--- src/hw/rtl/rsl_pkg.sv ---
package rsl_pkg;

   localparam int STATUS_BITS = 2;

   // result status codes
   localparam logic [STATUS_BITS-1:0] STATUS_OK    = 2'd0;
   localparam logic [STATUS_BITS-1:0] STATUS_EMPTY = 2'd1;
   localparam logic [STATUS_BITS-1:0] STATUS_FULL  = 2'd2;

   // command codes
   localparam logic CMD_JOIN   = 1'b0;
   localparam logic CMD_LOOKUP = 1'b1;

   // running search flags carried down the cell chain
   typedef struct packed {
      logic member;      // some stored id equals the key
      logic any;         // some other member seen, mn and mx are live
      logic has_lo;      // lo holds the largest member below the key
      logic has_hi;      // hi holds the smallest member above the key
      logic free_found;  // free_idx holds the lowest free slot
   } flags_type;

endpackage

--- src/hw/rtl/rsl_cell.sv ---
module rsl_cell #(
   parameter int KEY_BITS = 16,
   parameter int IDX_BITS = 5,
   parameter int CELL_IDX = 0
) (
   input  logic                    clock,
   input  logic                    reset,
   input  logic                    in_valid,
   input  logic                    in_cmd,
   input  logic [KEY_BITS-1:0]     in_key,
   input  rsl_pkg::flags_type      in_flags,
   input  logic [KEY_BITS-1:0]     in_mn,
   input  logic [KEY_BITS-1:0]     in_mx,
   input  logic [KEY_BITS-1:0]     in_lo,
   input  logic [KEY_BITS-1:0]     in_hi,
   input  logic [IDX_BITS-1:0]     in_free_idx,
   output logic                    out_valid,
   output logic                    out_cmd,
   output logic [KEY_BITS-1:0]     out_key,
   output rsl_pkg::flags_type      out_flags,
   output logic [KEY_BITS-1:0]     out_mn,
   output logic [KEY_BITS-1:0]     out_mx,
   output logic [KEY_BITS-1:0]     out_lo,
   output logic [KEY_BITS-1:0]     out_hi,
   output logic [IDX_BITS-1:0]     out_free_idx,
   input  logic                    wr_en,
   input  logic [IDX_BITS-1:0]     wr_idx,
   input  logic [KEY_BITS-1:0]     wr_key
);
   import rsl_pkg::*;

   logic                slot_live;
   logic [KEY_BITS-1:0] slot_id_ff;
   logic                slot_valid_ff;
   logic                write_hit;

   logic                valid_ff;
   logic                cmd_ff;
   logic [KEY_BITS-1:0] key_ff;
   flags_type           flags_ff, flags_in;
   logic [KEY_BITS-1:0] mn_ff, mn_in;
   logic [KEY_BITS-1:0] mx_ff, mx_in;
   logic [KEY_BITS-1:0] lo_ff, lo_in;
   logic [KEY_BITS-1:0] hi_ff, hi_in;
   logic [IDX_BITS-1:0] free_idx_ff, free_idx_in;
   logic                eq;

   assign write_hit = wr_en && (wr_idx == IDX_BITS'(CELL_IDX));
   assign slot_live = slot_valid_ff;
   assign eq        = (slot_id_ff == in_key);

   // fold this slot into the running search
   always_comb begin
      flags_in    = in_flags;
      mn_in       = in_mn;
      mx_in       = in_mx;
      lo_in       = in_lo;
      hi_in       = in_hi;
      free_idx_in = in_free_idx;
      if (slot_live) begin
         if (eq) begin
            flags_in.member = 1'b1;
         end else begin
            if (!in_flags.any || slot_id_ff < in_mn) begin
               mn_in = slot_id_ff;
            end
            if (!in_flags.any || slot_id_ff > in_mx) begin
               mx_in = slot_id_ff;
            end
            flags_in.any = 1'b1;
            if (slot_id_ff < in_key && (!in_flags.has_lo || slot_id_ff > in_lo)) begin
               lo_in           = slot_id_ff;
               flags_in.has_lo = 1'b1;
            end
            if (slot_id_ff > in_key && (!in_flags.has_hi || slot_id_ff < in_hi)) begin
               hi_in           = slot_id_ff;
               flags_in.has_hi = 1'b1;
            end
         end
      end else if (!in_flags.free_found) begin
         flags_in.free_found = 1'b1;
         free_idx_in         = IDX_BITS'(CELL_IDX);
      end
   end

   // slot storage
   always_ff @(posedge clock) begin
      if (reset) begin
         slot_valid_ff <= 1'b0;
      end else if (write_hit) begin
         slot_valid_ff <= 1'b1;
      end
   end

   always_ff @(posedge clock) begin
      if (write_hit) begin
         slot_id_ff <= wr_key;
      end
   end

   // hand the search to the next cell
   always_ff @(posedge clock) begin
      if (reset) begin
         valid_ff <= 1'b0;
      end else begin
         valid_ff <= in_valid;
      end
   end

   always_ff @(posedge clock) begin
      cmd_ff      <= in_cmd;
      key_ff      <= in_key;
      flags_ff    <= flags_in;
      mn_ff       <= mn_in;
      mx_ff       <= mx_in;
      lo_ff       <= lo_in;
      hi_ff       <= hi_in;
      free_idx_ff <= free_idx_in;
   end

   assign out_valid    = valid_ff;
   assign out_cmd      = cmd_ff;
   assign out_key      = key_ff;
   assign out_flags    = flags_ff;
   assign out_mn       = mn_ff;
   assign out_mx       = mx_ff;
   assign out_lo       = lo_ff;
   assign out_hi       = hi_ff;
   assign out_free_idx = free_idx_ff;

endmodule

--- config.mk ---
export PLATFORM = sky130hd
export DESIGN_NAME = rsl_cell
export DESIGN_NICKNAME = d
export VERILOG_FILES = /design/src/hw/rtl/rsl_pkg.sv /design/src/hw/rtl/rsl_cell.sv
export SDC_FILE = /design/constraint.sdc
export NUM_CORES = 1
export LEC_CHECK = 0
export BUFFER_PORTS_ARGS = -buffer_cell sky130_fd_sc_hd__buf_2
export CORE_MARGIN = 2
export CORE_UTILIZATION = 35
export CTS_CLUSTER_SIZE = 8
export DETAILED_ROUTE_END_ITERATION = 12
export PLACE_DENSITY_LB_ADDON = 0.3
export SETUP_SLACK_MARGIN = 0.15
export SLEW_MARGIN = 5
export SYNTH_ARGS = -nofsm -noshare
export SYNTH_HDL_FRONTEND = slang
export SYNTH_SLANG_ARGS = --single-unit
--- constraint.sdc ---
create_clock -name clock -period 3.75 [get_ports clock]
set_input_delay 0.375 -clock clock [delete_from_list [all_inputs] [get_ports clock]]
set_output_delay 0.375 -clock clock [all_outputs]
set_load 0.02 [all_outputs]
; ---- Word level (Yosys, flattened, before mapping)
; Index checks and enable logic that the tools add are counted.
[word_totals]
reg_bits = 109
in_bits = 116
elab_cells = 52
[classes]
magnitude_cmp = 6
n_eq_ne = 1
muxes = 19
n_reduce_logical = 11
[op_table]
columns = operator, count
row1 = $mux 16, 12
row2 = $gt 16x16->1, 3
row3 = $lt 16x16->1, 3
row4 = $eq 16x16->1, 1
row5 = $mux 5, 2
row6 = $logic_not 5->1, 1
row7 = $logic_or 1x1->1, 4
row8 = $mux 4, 1
row9 = $logic_and 1x1->1, 3
row10 = $logic_not 1->1, 3
row11 = $mux 1, 3
row12 = $mux 3, 1

; ---- Depth between registers and ports, before layout
; Gate-level depths: netlist of the first run.
[logic_depth]
ltp_word = 6
ltp_mapped = 10
depth_no_buf = 8

; ---- Least setup slack after synthesis of the first run
; Ideal clock, no wire load.
[synth_path]
path_kind = register to register
from = reg slot_id_ff[14]
to = reg lo_ff[10] (netlist: out_lo[10])
setup_time_ns = 0.121
arrival_ns = 2.612
required_time_ns = 3.629
path_slack_ns = 1.016
stages_incl_launch_ff = 10
path_buffers = 2
synth_period_minus_slack_ns = 2.734
path_cell_list = edfxtp_1 ha_1 a21oi_1 nand2_1 a21o_1 or3_1 or4_4 buf_6 buf_12 mux2_4
[synth_between]
elab_chain_len = 6
elab_cells_between_ends = 8
classes_between = order compare: 2 / eq/ne: 1 / mux: 3 / reduce/logical: 2
[synth_lines]
columns = item, line
row1 = from (decl), rsl_cell.sv:33  ; logic [KEY_BITS-1:0] slot_id_ff;
row2 = from (signal assigned), rsl_cell.sv:97  ; slot_id_ff <= wr_key;
row3 = $gt 16x16->1, rsl_cell.sv:71  ; if (slot_id_ff < in_key && (!in_flags.has_lo || slot_id_ff > in_lo)) begin
row4 = $logic_or 1x1->1, rsl_cell.sv:71
row5 = $logic_and 1x1->1, rsl_cell.sv:71
row6 = $mux 16, rsl_cell.sv:71
row7 = $mux 16 *, rsl_cell.sv:61  ; if (eq) begin
row8 = $mux 16 *, rsl_cell.sv:60  ; if (slot_live) begin
row9 = net lo_in[10], rsl_cell.sv:43  ; logic [KEY_BITS-1:0] lo_ff, lo_in;
row10 = to (signal assigned), rsl_cell.sv:116  ; lo_ff <= lo_in;
row11 = to (decl), rsl_cell.sv:43
; The timed path passes the listed nets; every way through them passes the cells marked *.
; A chain may end at the register's enable or synchronous reset.

; ---- Final worst setup path of the first run
[layout_path]
from = reg slot_id_ff[10]
to = reg lo_ff[15] (netlist: out_lo[15])
; The elaborated chain is that of the path after synthesis.

==> flow_summary.json, run 1 <==
{
  "status": "finished clean",
  "cts.sinks": 109,
  "firstDrtPassIters": 7,
  "rsz0062_at_grt": "no",
  "synth_fp_nets": 825,
  "path_buf_inv": 1,
  "die_area_mm2": 0.0183,
  "worstSetupPathType": "reg2reg",
  "rows": 47,
  "reg2reg_depth": 7,
  "antenna_found_initial": 2,
  "die_h_um": 135,
  "areaGrowthSynthToFinish_pct": 27.5,
  "dp_cells": 1051,
  "yosys_warnings": 0,
  "n_fill_cell": 1685,
  "drv_cap": 0,
  "slew_headroom_pct": 47.3,
  "post-place-ws_ns": 0.816,
  "min_path_cells": 1,
  "cp_max_fo": 51,
  "register_area_mm2": 0.00234,
  "clkTransAtPathRegs_ns": 0.08,
  "die_w_um": 135,
  "gp_congestion": 0.822,
  "post_route_cells_drive_above_1_share_pct": 33.4,
  "yosys_most_used_dff": "dfxtp_1",
  "syn_inst": 631,
  "crit_cells": 7,
  "ir_drop_mv": 0.218,
  "drt-total-wl_um": 19500,
  "synth-seq-cells": 109,
  "cp-end-kind": "flip-flop",
  "routed-via-count": 5590,
  "cts_setup_buffers": 0,
  "dp_hpwl_um": 14600,
  "cp_slowest_cell": "edfxtp_1",
  "post_cts_resized": 0,
  "fin_skew_ns": 0.0126,
  "worst_pin_slew_ns": 0.791,
  "grtUsageTotal_pct": 21.1,
  "wl_per_cell_um": 18.2,
  "numCtsBuffers": 9,
  "mostFrequentLayoutCells": "buf_2 (207), dfxtp_1 (93), ha_1 (78)",
  "hold_path_class": "in2reg",
  "cts_tree": "yes",
  "ios": 208,
  "async_flop_share_pct": 0,
  "r2r_slack_ns": 0.80,
  "io_buffers": 207,
  "p_per_area_mw_per_mm2": 348,
  "max_freq_mhz": 339,
  "setup_ws_ns": 0.799,
  "ys_types": 46,
  "fin_cells": 1068,
  "crit_arrival_ns": 3.20,
  "period_share_pct": 78.7,
  "initial_core_util_pct": 36.1,
  "core_area_mm2": 0.0167,
  "avgSynthCellArea_um2": 9.55,
  "grt_pass1_vias": 5297,
  "leakage_nw": 3.73,
  "drc": 0,
  "ant_nets": 0,
  "period_minus_slack_ns": 2.95,
  "final-max-slew-violation-count": 0,
  "yosysSeqAreaShare_pct": 38.9,
  "layout_commonest_cell": "buf_2",
  "multi_input_area_mm2": 0.00328,
  "setup_tns_ns": 0,
  "cts.hold.buffers_added": 0,
  "crit_required_ns": 4.00,
  "via_per_inst": 5.23,
  "hold_ws_ns": 0.113,
  "clk_path_buf_depth": 2,
  "grt_max_degree": 52,
  "path_delay_family": "simple AND/OR/NAND/NOR gates",
  "root_buffer": "clkbuf_16",
  "grt_first_pass_wirelength_um": 29100,
  "fin_util_pct": 46.0,
  "clock_latency_ns": 0.37,
  "syn-cell-area_mm2": 0.00603,
  "critPathLaunchType": "flip-flop",
  "finalHoldViolCount": 0,
  "overflow": 0,
  "drt_iter0_drc": 375,
  "crit_chain": "ha_1 -> nand4_1 -> nor4_1 -> nand2b_1 -> buf_12 -> or4_4 -> mux2_2",
  "nets": 1036,
  "synth-edff-count": 16,
  "htreeDepth": 3,
  "cpPeakStageDelay_ns": 0.63,
  "setup_violations": 0
}
per-stage QoR:
stage	cell area, µm²	total power [mW]
2_1_floorplan	6030	1.56
3_3_place_gp	7390	1.75
3_5_place_dp	7390	1.75
4_1_cts	7680	2.70
5_1_grt	7680	2.79
6_report	7680	2.67
per-layer routing:
layer | routed length [µm] | track usage (%)
met1 | 9060 | 29.6
met2 | 8610 | 32.3
met3 | 1350 | 4.26
met4 | 428 | 7.29
met5 | 13 | 0
path summary, 6_finish.rpt:
kind | to | startpoint
worst max-delay path | out_lo[15] | slot_id_ff[10]
worst min-delay path | out_cmd | in_cmd
worst max register to register | out_lo[15] | slot_id_ff[10]
worst min register to register | out_flags[0] | slot_live
final cells by class:
cell class                 instances  share of cell area [%]
inverter                          76                    3.71
clock inverter                     7                   0.830
sequential                       109                    30.5
timing repair buffer             229                    15.8
tap                              220                    3.58
multi-input combinational        417                    42.6
clock buffer                       9                    2.93
antenna                            1                  0.0326
cell usage after synthesis, types with 2 or more instances:
master	n	share of area, %
o2111ai_1	16	2.3
nand2_1	18	1.1
inv_1	76	4.7
nand4_1	28	2.9
a21o_1	7	0.87
a211oi_1	2	0.25
o21a_1	4	0.50
edfxtp_1	16	8.0
nor4_1	4	0.42
a21oi_1	45	3.7
nand2b_1	8	0.83
ha_1	78	16
clkbuf_1	24	1.5
and2_1	16	1.7
dfxtp_1	93	31
nand3_1	53	4.4
a221oi_1	17	2.5
nor2_1	10	0.62
nor3_1	3	0.25
nor2b_1	12	1.2
nor3b_1	15	1.9
mux2_2	22	4.1
buf_1	2	0.12
o211ai_1	20	2.5
o21ai_1	2	0.17
mux2_4	10	2.5
o21ai_0	11	0.91
where the power goes:
group          internal, mW  total [mW]  leakage, nW  switching, mW
Clock                 0.467       0.945        0.145          0.479
Combinational         0.189       0.460         2.66          0.272
Sequential             1.25        1.26        0.928         0.0183
state kept, by name, indices dropped and copies added, names as in the netlist:
| name | cells |
|---|---|
| slot_live | 1 |
| out_lo | 16 |
| out_cmd | 1 |
| out_hi | 16 |
| out_flags | 5 |
| slot_id_ff | 16 |
| out_valid | 1 |
| out_key | 16 |
| out_mx | 16 |
| out_free_idx | 5 |
| out_mn | 16 |
cell families after synthesis:
family,count (synthesis),synth area share [%]
mux,32,6.60
simple gates,175,16.4
fa+ha+maj,78,16.2
compound gates,132,14.9
flops,109,38.9
buf+inv,105,7.00
(Power assumes the default switching activity.)
==> inputs of run 2 (changes only) <==
Clock period 3.75 ns to 3.1 ns, I/O delays scaled along.
==> flow_summary.json, run 2 (same netlist as run 1, synthesis figures left out) <==
{
  "status": "finished clean",
  "reg2reg_depth": 7,
  "finalPower_mw": 3.26,
  "grt_first_pass_wirelength_um": 30000,
  "areaGrowthSynthToFinish_pct": 28.5,
  "core_area_mm2": 0.0167,
  "layout_commonest_cell": "buf_2",
  "p_per_area_mw_per_mm2": 420,
  "numCtsBuffers": 9,
  "root_buffer": "clkbuf_16",
  "rows": 47,
  "dp_cells": 1057,
  "crit_required_ns": 3.35,
  "nets": 1042,
  "fin_util_pct": 46.4,
  "clock_latency_ns": 0.36,
  "routed-via-count": 5601,
  "drc": 0,
  "setup_tns_ns": 0,
  "initial_core_util_pct": 36.1,
  "leakage_nw": 3.77,
  "n_fill_cell": 1648,
  "crit_arrival_ns": 3.04,
  "die_area_mm2": 0.0183,
  "multi_input_area_mm2": 0.00328,
  "final-max-slew-violation-count": 0,
  "dp_hpwl_um": 15500,
  "ant_nets": 0,
  "cts.hold.buffers_added": 0,
  "period_minus_slack_ns": 2.80,
  "finalHoldViolCount": 0,
  "hold_ws_ns": 0.0564,
  "r2r_slack_ns": 0.30,
  "critPathLaunchType": "flip-flop",
  "slew_headroom_pct": 45.2,
  "ir_drop_mv": 0.345,
  "htreeDepth": 3,
  "mostFrequentLayoutCells": "buf_2 (207), dfxtp_1 (93), ha_1 (78)",
  "fin_cells": 1075,
  "drt-total-wl_um": 19800,
  "cts_setup_buffers": 0,
  "grtUsageTotal_pct": 21.7,
  "hold_path_class": "in2reg",
  "hp-start": "in_cmd",
  "worstSetupPathType": "reg2reg",
  "period_share_pct": 90.2,
  "die_h_um": 135,
  "grt_pass1_vias": 5368,
  "gp_congestion": 0.869,
  "antenna_found_initial": 2,
  "via_per_inst": 5.21,
  "worst_pin_slew_ns": 0.822,
  "firstDrtPassIters": 5,
  "cp_max_fo": 16,
  "rsz0062_at_grt": "no",
  "io_buffers": 207,
  "timing.rr.end": "out_lo[7]",
  "overflow": 0,
  "clk_path_buf_depth": 2,
  "grt_max_degree": 51,
  "drv_cap": 0,
  "post_cts_resized": 0,
  "register_area_mm2": 0.00234,
  "clkTransAtPathRegs_ns": 0.08,
  "fin_skew_ns": 0.0125,
  "ios": 208,
  "die_w_um": 135,
  "setup_violations": 0,
  "post_route_cells_drive_above_1_share_pct": 33.9,
  "max_freq_mhz": 358,
  "min_path_cells": 1,
  "hold_end": "out_cmd",
  "cts_tree": "yes",
  "r2r_start": "slot_id_ff[14]",
  "cp-end-kind": "flip-flop",
  "wl_per_cell_um": 18.4,
  "drt_iter0_drc": 526,
  "cts.sinks": 109
}
## run 2: cell types whose count changed in the layout (fill, tap and decap cells not counted)
| cell | change |
|---|---|
| buf_4 | +6 |
| clkinv_2 | -1 |
| clkinv_8 | +1 |
| diode_2 | +1 |
## run 2: report_power, final
part | internal (mW) | total, mW | switching (mW)
sequential | 1.51 | 1.53 | 0.0212
clock | 0.573 | 1.17 | 0.594
combinational | 0.229 | 0.559 | 0.330
## run 2: per-stage QoR
step                cell area, µm²  setup slack [ns]
floorplan                     6030             0.366
global placement              7440             0.379
detailed placement            7440             0.334
CTS                           7740             0.310
global route                  7740             0.188
finish                        7740             0.304
## run 2: worst max-delay path by stage
stage / from / endpoint / slack [ns] / cells after the start
after floorplan: slot_id_ff[14] / out_lo[10] / 0.37 / 9
after global placement: slot_id_ff[14] / out_lo[7] / 0.38 / 7
after detailed placement: slot_id_ff[14] / out_lo[7] / 0.33 / 7
after CTS: slot_id_ff[14] / out_lo[7] / 0.31 / 7
after global routing: slot_id_ff[13] / out_hi[11] / 0.19 / 7
final: slot_id_ff[14] / out_lo[7] / 0.30 / 7
## run 2: worst max-delay path: stages (launching register included)
cell and delay (ns):
edfxtp_1 0.49, ha_1 0.36, a21oi_1 0.16, nand2_1 0.07
a21o_1 0.18, or3_1 0.41, or4_4 0.66, mux2_4 0.35
## run 2: final cells by class
type / instances / area share, %
Tap cell: 220 / 3.56
Clock inverter: 7 / 0.970
Inverter: 76 / 3.68
Clock buffer: 9 / 2.91
Timing Repair Buffer: 235 / 16.3
Multi-Input combinational cell: 417 / 42.3
Sequential cell: 109 / 30.3
Antenna cell: 2 / 0.0646
## run 2: routing by layer
layer | wire (µm) | vias to the layer above | global-route usage [%] | share of wire [%]
met3 | 1190 | 24 | 3.93 | 6.0
met1 | 9360 | 2578 | 30.2 | 47
li1 | - | 2770 | - | -
met4 | 380 | 0 | 5.96 | 1.9
met2 | 8890 | 229 | 34.6 | 45
met5 | 0 | - | 0 | 0
